--- config.mk ---
export PLATFORM = sky130hd
export DESIGN_NAME = button_gear_cruise_qualifier
export DESIGN_NICKNAME = d
export VERILOG_FILES = /design/src/bgcq_pkg.sv /design/src/bgcq_front.sv /design/src/bgcq_fifo.sv /design/src/bgcq_back.sv /design/src/button_gear_cruise_qualifier.sv
export VERILOG_INCLUDE_DIRS = /design/src /design/src/src
export SDC_FILE = /design/constraint.sdc
export NUM_CORES = 1
export LEC_CHECK = 0
export BUFFER_PORTS_ARGS = -buffer_cell sky130_fd_sc_hd__clkbuf_2
export CORE_ASPECT_RATIO = 1.4
export CORE_UTILIZATION = 66
export DETAILED_ROUTE_END_ITERATION = 10
export HOLD_SLACK_MARGIN = 0.15
export PLACE_DENSITY = 0.88
export REMOVE_ABC_BUFFERS = 1
export SLEW_MARGIN = 15
export SYNTH_ARGS = -nofsm -noshare
export SYNTH_HDL_FRONTEND = slang
export SYNTH_HIERARCHICAL = 1
export SYNTH_SLANG_ARGS = --single-unit
--- constraint.sdc ---
create_clock -name i_clk -period 11 [get_ports i_clk]
set_input_delay 1.1 -clock i_clk [delete_from_list [all_inputs] [get_ports i_clk]]
set_output_delay 1.1 -clock i_clk [all_outputs]
set_load 0.02 [all_outputs]
--- src/button_gear_cruise_qualifier_assert.svh ---
// assertion macros for the button gear and cruise qualifier
// each expects i_clk and i_rst_n in scope
`ifndef BUTTON_GEAR_CRUISE_QUALIFIER_ASSERT_SVH
`define BUTTON_GEAR_CRUISE_QUALIFIER_ASSERT_SVH

// condition must hold whenever the trigger holds, same edge
`define BGCQ_ASSERT_SAME(lbl, trig, cond, msg) \
    lbl: assert property (@(posedge i_clk) disable iff (!i_rst_n) (trig) |-> (cond)) \
        else $error(msg);

// condition must hold on the edge after the trigger
`define BGCQ_ASSERT_NEXT(lbl, trig, cond, msg) \
    lbl: assert property (@(posedge i_clk) disable iff (!i_rst_n) (trig) |=> (cond)) \
        else $error(msg);

`endif

--- src/bgcq_pkg.sv ---
package bgcq_pkg;

    localparam int unsigned CFG_ADDR_W = 3;
    localparam int unsigned GEAR_W     = 3;
    localparam int unsigned TIME_W     = 32;
    localparam int unsigned CFG_W      = 16;

    localparam logic [GEAR_W-1:0] GEAR_TOP     = 3'd5;
    localparam logic [GEAR_W-1:0] GEAR_NEUTRAL = 3'd0;

    localparam logic KIND_GEAR   = 1'b0;
    localparam logic KIND_CRUISE = 1'b1;

    localparam logic REG_DEBOUNCE   = 1'b0;
    localparam logic REG_LONG_PRESS = 1'b1;

    localparam logic [CFG_W-1:0] DEBOUNCE_RESET   = 16'd50;
    localparam logic [CFG_W-1:0] LONG_PRESS_RESET = 16'd500;

    typedef struct packed {
        logic              kind;
        logic [GEAR_W-1:0] gear;
        logic              cruise;
    } t_event;

    // all events caused by one sample
    typedef struct packed {
        logic   two;
        t_event ev0;
        t_event ev1;
    } t_record;

    typedef struct packed {
        logic full;
        logic empty;
    } t_q_status;

endpackage

--- src/bgcq_front.sv ---
module bgcq_front (
    input  logic                          i_clk,
    input  logic                          i_rst_n,
    input  logic                          i_accept,
    input  logic [bgcq_pkg::TIME_W-1:0]   i_now_ms,
    input  logic                          i_up_pressed,
    input  logic                          i_down_pressed,
    input  logic [bgcq_pkg::CFG_W-1:0]    i_settle_ms,
    input  logic [bgcq_pkg::CFG_W-1:0]    i_hold_ms,
    output logic                          o_push,
    output bgcq_pkg::t_record             o_rec
);
    import bgcq_pkg::*;

    logic [TIME_W-1:0] r_up_time, n_up_time;
    logic [TIME_W-1:0] r_down_start, n_down_start;
    logic              r_down_held, n_down_held;
    logic              r_long_fired, n_long_fired;
    logic [GEAR_W-1:0] r_gear, n_gear;
    logic              r_cruise, n_cruise;

    logic [TIME_W-1:0] w_up_dt;
    logic [TIME_W-1:0] w_down_dt;
    logic              w_up_hit;
    logic [GEAR_W-1:0] w_gear_up;
    logic              w_down_ev;
    t_event            w_up_ev;
    t_event            w_dn_ev;

    assign w_up_dt   = i_now_ms - r_up_time;
    assign w_down_dt = i_now_ms - r_down_start;
    assign w_up_hit  = i_up_pressed && (w_up_dt > {{(TIME_W-CFG_W){1'b0}}, i_settle_ms});
    assign w_gear_up = w_up_hit ? ((r_gear < GEAR_TOP) ? r_gear + 3'd1 : GEAR_NEUTRAL)
                                : r_gear;

    always_comb begin
        n_up_time    = r_up_time;
        n_down_start = r_down_start;
        n_down_held  = r_down_held;
        n_long_fired = r_long_fired;
        n_gear       = w_gear_up;
        n_cruise     = r_cruise;
        w_down_ev    = 1'b0;
        w_dn_ev.kind = KIND_GEAR;

        if (w_up_hit) begin
            n_up_time = i_now_ms;
        end

        if (i_down_pressed && !r_down_held) begin
            // hold start records the time only
            n_down_held  = 1'b1;
            n_down_start = i_now_ms;
            n_long_fired = 1'b0;
        end else if (i_down_pressed && !r_long_fired &&
                     (w_down_dt > {{(TIME_W-CFG_W){1'b0}}, i_hold_ms})) begin
            n_cruise     = !r_cruise;
            n_long_fired = 1'b1;
            w_down_ev    = 1'b1;
            w_dn_ev.kind = KIND_CRUISE;
        end else if (!i_down_pressed && r_down_held) begin
            if (!r_long_fired &&
                (w_down_dt > {{(TIME_W-CFG_W){1'b0}}, i_settle_ms})) begin
                n_gear    = (w_gear_up > GEAR_NEUTRAL && w_gear_up <= GEAR_TOP)
                            ? w_gear_up - 3'd1 : GEAR_TOP;
                w_down_ev = 1'b1;
            end
            n_down_held = 1'b0;
        end

        w_dn_ev.gear   = n_gear;
        w_dn_ev.cruise = n_cruise;
    end

    // up event reports the gear after the step and the cruise before any toggle
    assign w_up_ev.kind   = KIND_GEAR;
    assign w_up_ev.gear   = w_gear_up;
    assign w_up_ev.cruise = r_cruise;

    assign o_push    = i_accept && (w_up_hit || w_down_ev);
    assign o_rec.two = w_up_hit && w_down_ev;
    assign o_rec.ev0 = w_up_hit ? w_up_ev : w_dn_ev;
    assign o_rec.ev1 = w_dn_ev;

    always_ff @(posedge i_clk) begin
        if (!i_rst_n) begin
            r_up_time    <= '0;
            r_down_start <= '0;
            r_down_held  <= 1'b0;
            r_long_fired <= 1'b0;
            r_gear       <= GEAR_NEUTRAL;
            r_cruise     <= 1'b0;
        end else if (i_accept) begin
            r_up_time    <= n_up_time;
            r_down_start <= n_down_start;
            r_down_held  <= n_down_held;
            r_long_fired <= n_long_fired;
            r_gear       <= n_gear;
            r_cruise     <= n_cruise;
        end
    end

endmodule

--- src/bgcq_fifo.sv ---
module bgcq_fifo #(
    parameter int unsigned DEPTH = 4
) (
    input  logic                  i_clk,
    input  logic                  i_rst_n,
    input  logic                  i_push,
    input  bgcq_pkg::t_record     i_rec,
    input  logic                  i_pop,
    output bgcq_pkg::t_record     o_rec,
    output bgcq_pkg::t_q_status   o_status
);
    import bgcq_pkg::*;

    localparam int unsigned PTR_W = (DEPTH > 1) ? $clog2(DEPTH) : 1;
    localparam int unsigned CNT_W = $clog2(DEPTH + 1);

    t_record            r_mem [DEPTH];
    logic [PTR_W-1:0]   r_wr_ptr;
    logic [PTR_W-1:0]   r_rd_ptr;
    logic [CNT_W-1:0]   r_count;

    function automatic logic [PTR_W-1:0] ptr_inc(input logic [PTR_W-1:0] p);
        return (p == PTR_W'(DEPTH - 1)) ? '0 : p + PTR_W'(1);
    endfunction

    assign o_status.full  = (r_count == CNT_W'(DEPTH));
    assign o_status.empty = (r_count == '0);
    assign o_rec          = r_mem[r_rd_ptr];

    always_ff @(posedge i_clk) begin
        if (i_push) begin
            r_mem[r_wr_ptr] <= i_rec;
        end
    end

    always_ff @(posedge i_clk) begin
        if (!i_rst_n) begin
            r_wr_ptr <= '0;
            r_rd_ptr <= '0;
            r_count  <= '0;
        end else begin
            if (i_push) begin
                r_wr_ptr <= ptr_inc(r_wr_ptr);
            end
            if (i_pop) begin
                r_rd_ptr <= ptr_inc(r_rd_ptr);
            end
            if (i_push && !i_pop) begin
                r_count <= r_count + CNT_W'(1);
            end else if (!i_push && i_pop) begin
                r_count <= r_count - CNT_W'(1);
            end
        end
    end

endmodule

--- src/bgcq_back.sv ---
module bgcq_back (
    input  logic                          i_clk,
    input  logic                          i_rst_n,
    input  bgcq_pkg::t_q_status           i_q,
    input  bgcq_pkg::t_record             i_rec,
    output logic                          o_pop,
    input  logic                          i_stall,
    output logic                          o_valid,
    output logic                          o_event_kind,
    output logic [bgcq_pkg::GEAR_W-1:0]   o_gear,
    output logic                          o_cruise_on,
    output logic                          o_last
);
    import bgcq_pkg::*;

    logic   r_valid;
    t_event r_ev;
    logic   r_last;
    logic   r_pend;
    t_event r_pend_ev;
    logic   w_load;

    // output register free or being emptied this cycle
    assign w_load = !r_valid || !i_stall;
    assign o_pop  = w_load && !r_pend && !i_q.empty;

    always_ff @(posedge i_clk) begin
        if (!i_rst_n) begin
            r_valid <= 1'b0;
            r_pend  <= 1'b0;
        end else if (w_load) begin
            if (r_pend) begin
                r_valid <= 1'b1;
                r_pend  <= 1'b0;
            end else if (!i_q.empty) begin
                r_valid <= 1'b1;
                r_pend  <= i_rec.two;
            end else begin
                r_valid <= 1'b0;
            end
        end
    end

    always_ff @(posedge i_clk) begin
        if (w_load) begin
            if (r_pend) begin
                r_ev   <= r_pend_ev;
                r_last <= 1'b1;
            end else begin
                r_ev      <= i_rec.ev0;
                r_last    <= !i_rec.two;
                r_pend_ev <= i_rec.ev1;
            end
        end
    end

    assign o_valid      = r_valid;
    assign o_event_kind = r_ev.kind;
    assign o_gear       = r_ev.gear;
    assign o_cruise_on  = r_ev.cruise;
    assign o_last       = r_last;

endmodule

--- src/button_gear_cruise_qualifier.sv ---
// button gear and cruise qualifier: takes one button sample per transaction
// (millisecond timestamp, up and down pressed flags) and reports gear steps
// and cruise toggles as result transactions, one to two per sample, the last
// one marked with o_last; samples that cause nothing give no result. a new
// sample is accepted every clock while the queue is not full: the front
// evaluates all debounce and hold timing for a sample combinationally and
// pushes its events as one record into a queue of QUEUE_DEPTH records. the
// back drains the queue through an output register at one result per clock
// while i_stall is low, so a sample with two events yields two results, and
// the output rate limits sustained throughput. each result is queued, then
// registered, before it is offered. o_stall is raised only while the queue
// is full. the user must write the debounce time (address 0) and long-press
// time (address 4) through the apb port while idle, unenforced by the block.
module button_gear_cruise_qualifier #(
    parameter int unsigned QUEUE_DEPTH = 4
) (
    input  logic                              i_clk,
    input  logic                              i_rst_n,

    // sample channel
    input  logic                              i_valid,
    output logic                              o_stall,
    input  logic [bgcq_pkg::TIME_W-1:0]       i_now_ms,
    input  logic                              i_up_pressed,
    input  logic                              i_down_pressed,

    // result channel
    output logic                              o_valid,
    input  logic                              i_stall,
    output logic                              o_event_kind,
    output logic [bgcq_pkg::GEAR_W-1:0]       o_gear,
    output logic                              o_cruise_on,
    output logic                              o_last,

    // configuration port
    input  logic                              psel,
    input  logic                              penable,
    input  logic                              pwrite,
    input  logic [bgcq_pkg::CFG_ADDR_W-1:0]   paddr,
    input  logic [31:0]                       pwdata,
    output logic [31:0]                       prdata,
    output logic                              pready
);
    import bgcq_pkg::*;

    `include "button_gear_cruise_qualifier_assert.svh"

    logic [CFG_W-1:0] r_settle_ms;
    logic [CFG_W-1:0] r_hold_ms;
    logic             w_cfg_wr;
    logic             w_reg_sel;

    logic             w_accept;
    logic             w_push;
    logic             w_pop;
    t_record          w_push_rec;
    t_record          w_head_rec;
    t_q_status        w_q;

    // register select from the word address, unused low bits ignored
    assign w_reg_sel = paddr[2];
    assign pready    = 1'b1;
    assign w_cfg_wr  = psel && penable && pwrite && pready;

    always_ff @(posedge i_clk) begin
        if (!i_rst_n) begin
            r_settle_ms <= DEBOUNCE_RESET;
            r_hold_ms   <= LONG_PRESS_RESET;
        end else if (w_cfg_wr) begin
            case (w_reg_sel)
                REG_DEBOUNCE:   r_settle_ms <= pwdata[CFG_W-1:0];
                REG_LONG_PRESS: r_hold_ms   <= pwdata[CFG_W-1:0];
                default:        ;
            endcase
        end
    end

    always_comb begin
        case (w_reg_sel)
            REG_DEBOUNCE:   prdata = {16'b0, r_settle_ms};
            REG_LONG_PRESS: prdata = {16'b0, r_hold_ms};
            default:        prdata = '0;
        endcase
    end

    // front side stalls only on a full queue
    assign o_stall  = w_q.full;
    assign w_accept = i_valid && !o_stall;

    bgcq_front u_front (
        .i_clk          (i_clk),
        .i_rst_n        (i_rst_n),
        .i_accept       (w_accept),
        .i_now_ms       (i_now_ms),
        .i_up_pressed   (i_up_pressed),
        .i_down_pressed (i_down_pressed),
        .i_settle_ms    (r_settle_ms),
        .i_hold_ms      (r_hold_ms),
        .o_push         (w_push),
        .o_rec          (w_push_rec)
    );

    bgcq_fifo #(
        .DEPTH (QUEUE_DEPTH)
    ) u_fifo (
        .i_clk    (i_clk),
        .i_rst_n  (i_rst_n),
        .i_push   (w_push),
        .i_rec    (w_push_rec),
        .i_pop    (w_pop),
        .o_rec    (w_head_rec),
        .o_status (w_q)
    );

    bgcq_back u_back (
        .i_clk        (i_clk),
        .i_rst_n      (i_rst_n),
        .i_q          (w_q),
        .i_rec        (w_head_rec),
        .o_pop        (w_pop),
        .i_stall      (i_stall),
        .o_valid      (o_valid),
        .o_event_kind (o_event_kind),
        .o_gear       (o_gear),
        .o_cruise_on  (o_cruise_on),
        .o_last       (o_last)
    );

    // a record is never pushed into a full queue
    `BGCQ_ASSERT_SAME(a_no_push_full, w_push, !w_q.full, "push into full queue")
    // gear stays within neutral and top gear
    `BGCQ_ASSERT_SAME(a_gear_range, o_valid, o_gear <= GEAR_TOP, "gear out of range")
    // a cruise toggle is always the final event of its sample
    `BGCQ_ASSERT_SAME(a_cruise_last, o_valid && o_event_kind, o_last,
        "cruise event not last")
    // the second event of a sample follows its first without a gap
    `BGCQ_ASSERT_NEXT(a_pair_follows, o_valid && !i_stall && !o_last, o_valid,
        "second event missing")

endmodule

After elaboration in Yosys (flattened, before gate mapping). Memories as Yosys holds them, arrays and structs flattened. A register that Yosys moved wholly into a read port is not among the register bits. Index checks and enable logic that the tools add are counted.

Bitwise logic cells: 2. Equality and inequality tests: 4. $add $sub $neg: 8. Reductions and logical operators: 41. $lt $le $gt $ge: 6. Muxes and demuxes: 35.

Operators with widths (number): $gt 32x16->1 (3); $pmux 32 s2 (1); $sub 32x32->32 (2); $mux 3 (9); $mux 1 (19); $logic_and 1x1->1 (16); $logic_not 1->1 (12); $reduce_and 2->1 (6); $mux 5 (2); $mux 2 (4); $add 3x1->3 const B (2); $reduce_bool 2->1 (3); $sub 3x1->3 const B (2); $add 2x1->2 const B (2); $eq 2x2->1 const B (2); $eq 3x3->1 const B (1); $gt 3x1->1 const B (1); $le 3x3->1 const B (1); $logic_not 3->1 (1); $lt 3x3->1 const B (1); $reduce_and 3->1 (1); $logic_or 1x1->1 (2); $ne 2x1->1 const B (1); $not 1->1 (2).

Memories: 1. Bits in writable memories: 44. Flip-flop bits (word level): 122. Output and inout port bits: 41. Input port bits: 76.

Memories: u_fifo.r_mem (depth 4, width 11, rd ports 1, clocked after Yosys merged registers in 1, wr ports 1, RTL line bgcq_fifo.sv:17) `t_record r_mem [DEPTH];`.

Depth between registers and ports, before layout.
Depth after elaboration: 13. Depth in mapped cells: 29. Depth with buffers taken out: 28.

By module. Netlist, hierarchy kept.

By module, submodules not included: bgcq_front (area an instance 7930.1 um^2, seq. area each 1401.3 um^2, cells each 1084, instances 1); bgcq_fifo (area an instance 2047.0 um^2, seq. area each 1501.4 um^2, cells each 101, instances 1); button_gear_cruise_qualifier (area an instance 1667.8 um^2, seq. area each 640.6 um^2, cells each 167, instances 1); bgcq_back (area an instance 496.7 um^2, seq. area each 370.4 um^2, cells each 27, instances 1).

Least setup slack after synthesis. OpenSTA, ideal clock, no wires.

Kind: input port to flip-flop. Start point: in i_now_ms[3] (netlist bit). End point: mem u_fifo/r_mem[0][7] (netlist bit) (data pin). Setup time: 0.187 ns. Buffers on the path: 1. Path slack: 4.991 ns. Required time: 10.813 ns. Cell stages on the path: 27. Arrival time: 5.821 ns. Cells stage by stage: ha_1 -> a21o_1 -> a21oi_1 -> nand2_1 -> a21o_1 -> a21o_1 -> a21oi_1 -> o21bai_1 -> xor2_1 -> ha_1 -> nand4_1 -> or2_2 -> a21oi_1 -> a2111oi_0 -> a22oi_1 -> nor4_1 -> nand4b_1 -> o31ai_2 -> buf_2 -> mux2i_1 -> ha_1 -> nor2b_1 -> o21ai_0 -> mux2i_1 -> nor3_1 -> nand3_1 -> a31oi_1.

RTL lines: start: declaration (RTL line button_gear_cruise_qualifier.sv:23) `input logic [bgcq_pkg::TIME_W-1:0] i_now_ms,`; end: declaration (RTL line bgcq_fifo.sv:17).

==> results.py <==
metrics = {
    "critical_path": {
        "crit_slowest_cell": "a2111oi_0",
        "r2r_cells": 28,
        "cpMostUsedCell": "ha_1",
        "path_class": "input pin to flop",
        "worstPathRequired_ns": 11.18,
        "path_max_fanout": 15,
        "worstReg2RegStart": "u_front/r_up_time[1]",
        "crit_path_start_kind": "input pin",
        "cp.arrival_ns": 7.49,
        "critPathCaptureType": "flop",
        "timing.rr.end": "u_fifo/r_mem[2][7]",
        "slowest_delay_ns": 0.75,
        "reg2reg_slack_ns": 4.12,
    },
    "synth": {
        "synth_top_area_frac": 0.186,
        "synth_simple_gate_area_frac": 0.163,
        "synth_cell_types": 84,
        "synth_compound_area_frac": 0.172,
        "synthTopCellsByCount": "nand2_1 (170), ha_1 (122), inv_1 (122)",
        "synth_edf_count": 55,
        "synth_xor_area_frac": 0.0390,
        "synth.top_cells.by_area": "dfxtp_1 (19%), edfxtp_1 (14%), ha_1 (13%)",
        "ys_dominant_reg_cell": "dfxtp_1",
        "synth_top_area_cell": "dfxtp_1",
        "post-synth-top-count-cell": "nand2_1",
        "syn_area_sq_mm": 0.0121,
        "ys_seq_area_frac": 0.322,
        "yosysWarnings": 6,
        "syn_inst": 1379,
        "synth_top_family_by_area": "compound AO/OA/AOI/OAI gates",
        "muxShareOfSynthArea": 0.102,
        "async_flop_share": 0,
        "ys_seq_elements": 168,
        "synth_fa_ha_area_frac": 0.131,
        "syn_avg_cell_area_sq_um": 8.80,
    },
    "clock_network": {
        "cts_made_buffers": 17,
        "post_cts_buffers": 0,
        "clock_path_buffers": 2,
        "cts_max_level": 4,
        "ctsHoldBuffers": 0,
        "clkLatencyLatePin_ns": 0.43,
        "clkTransAtPathRegs_ns": 0.07,
        "cts_resized": 0,
        "cts_root_buf": "clkbuf_16",
        "clock-sinks": 168,
        "tritoncts": "done",
    },
    "power": {
        "power.share.switching": 0.366,
        "power.share.clock": 0.282,
        "ir_drop_v": 0.000102,
        "p_per_area_mw_per_mm2": 164,
        "pwr-share-seq": 0.365,
        "p_int_mw": 1.36,
        "combPwrFrac": 0.353,
        "p_leak_nw": 5.50,
        "power.net_switching_mw": 0.788,
        "finalPower_mw": 2.15,
    },
    "drt": {
        "detail_route.vias_per_cell": 6.24,
        "vias": 10500,
        "wl_per_cell_microns": 18.5,
        "drc": 0,
        "ant_nets": 0,
        "drtPass1Iterations": 7,
        "wl_microns": 31200,
        "first_iter_violations": 835,
    },
    "placement": {
        "numPlacedInstances": 1655,
        "gp_congestion": 0.975,
        "portBuffers": 81,
        "hpwl_microns": 23100,
    },
    "global_route": {
        "grt_pass1_wl_microns": 50000,
        "overflow": 0,
        "track_usage": 0.341,
        "grt_max_degree": 69,
        "antenna_found_initial": 0,
        "grt_pass1_vias": 10600,
    },
    "layout": {
        "antenna_cells": 0,
        "nFillCells": 1358,
        "areaGrowthSynthToFinish_pct": 8.24,
        "fin_cells": 1687,
        "final_nets": 1635,
        "drive_above_1_share": 0.120,
    },
    "timing": {
        "rsz0062_at_grt": "no",
        "max_freq_ghz": 0.137,
        "finalHoldViolations": 0,
        "final-setup-viol-count": 0,
        "tightest_slew_ns": 1.18,
        "setup-tns-final_ns": 0,
        "period_minus_slack_ns": 7.31,
        "post-route-period-util": 0.664,
        "slew_viol_final": 0,
        "fin_skew_ns": 0.00760,
        "relSlewSlack": 0.211,
    },
    "hold_path": {
        "hold-path-cell-count": 2,
        "hp-class": "flop to flop",
        "min_to": "u_front/r_down_start[27]",
        "min_from": "u_front/r_down_start[27]",
    },
    "run_status": {
        "status": "finished clean",
    },
    "die": {
        "dieArea_sq_mm": 0.0190,
        "core_region_area_sq_mm": 0.0180,
        "die-height_microns": 162,
        "ios": 117,
        "rows": 58,
        "initial_core_util": 0.675,
        "die_w_microns": 117,
    },
    "flow_run": {
        "drv_cap": 0,
    },
}
[cell usage in the layout (no fill, tap or decap), types with 6 or more instances in the layout]
cell,synthesis,layout
nand2_1,170,169
ha_1,122,122
inv_1,122,121
a21oi_1,120,120
dfxtp_1,113,113
nor2_1,94,93
clkbuf_2,0,81
mux2i_1,71,71
edfxtp_1,55,55
o21ai_0,39,39
nor2b_1,34,34
nand4_1,29,29
xnor2_1,28,28
xor2_1,26,26
a21o_1,25,25
mux2_2,23,23
o21a_1,18,18
nand3_1,18,18
conb_1,2,17
clkbuf_16,0,17
nor3_1,17,17
a211oi_1,16,16
nand2b_1,13,13
o21ai_1,11,11
o211ai_1,11,11
mux4_2,10,10
a31oi_1,9,9
and2_1,7,7
and3_1,7,7
o21bai_1,6,6
[worst max-delay path, delay by kind of cell]
family                   cells  cell delay (ns)
multiplexers                 2             0.44
AO/OA/AOI/OAI                8             2.35
AND/OR/NAND/NOR             11             1.73
adder cells (fa/ha/maj)      4             1.26
buffers and inverters        3             0.43
XOR/XNOR                     1             0.17
[flip-flops by register name, summed over array words and instances (netlist names), 5 cells and up, named ones only]
register,flops
u_fifo/r_mem,44
u_front/r_down_start,32
u_front/r_up_time,32
r_hold_ms,16
r_settle_ms,16
u_back/r_pend_ev,5
[how the worst max path moves through the flow]
stage	start	endpoint	slack, ns
final	i_now_ms[0]	u_fifo/r_mem[2][7]	3.69
after global routing	i_now_ms[0]	u_fifo/r_mem[2][7]	3.16
after CTS	i_now_ms[0]	u_fifo/r_mem[2][7]	3.94
after detailed placement	i_now_ms[1]	u_fifo/r_mem[1][7]	3.79
after global placement	i_now_ms[3]	u_fifo/r_mem[0][7]	3.83
after floorplan	i_now_ms[3]	u_front/r_up_time[0]	4.67
[cell families after synthesis]
kind of cell	Yosys count
AND/OR/NAND/NOR	418
AO/OA/AOI/OAI	320
buffers and inverters	186
flip-flops	168
adder cells (fa/ha/maj)	125
multiplexers	106
XOR/XNOR	54
other	2
[final cells by class]
| class | count | area, sq um | share of cell area |
|---|---|---|---|
| multi-input cells | 1040 | 7440 | 0.566 |
| flip-flops and latches | 168 | 3910 | 0.298 |
| repair buffers | 85 | 435 | 0.0331 |
| inverters | 122 | 458 | 0.0348 |
| clock buffers | 17 | 425 | 0.0324 |
| well taps | 240 | 300 | 0.0228 |
| clock inverters | 15 | 174 | 0.0132 |
[power groups by stage]
stage               Sequential (mW)  Clock [mW]  Combinational [mW]
finish                        0.785       0.608               0.760
global route                  0.798       0.642               0.829
CTS                           0.786       0.614               0.744
detailed placement            0.799           0               0.728
global placement              0.792           0               0.696
floorplan                     0.797           0               0.526
[metal layers]
layer	wire, microns	GRT usage	part of all wire
met5	0	0	0
met4	1510	0.188	0.048
met2	16100	0.620	0.52
met1	12000	0.368	0.38
met3	1630	0.0569	0.052
[metrics by stage]
step / hold WS (ns) / utilization / instance area (sq um) / setup WS, ns
2_1_floorplan: 0.436 / - / 11800 / 4.67
3_3_place_gp: 0.442 / 0.697 / 12500 / 3.83
3_5_place_dp: 0.449 / 0.697 / 12500 / 3.79
4_1_cts: 0.459 / 0.730 / 13100 / 3.94
5_1_grt: 0.465 / 0.730 / 13100 / 3.16
6_report: 0.457 / 0.730 / 13100 / 3.69
(Power assumes the default switching activity.)
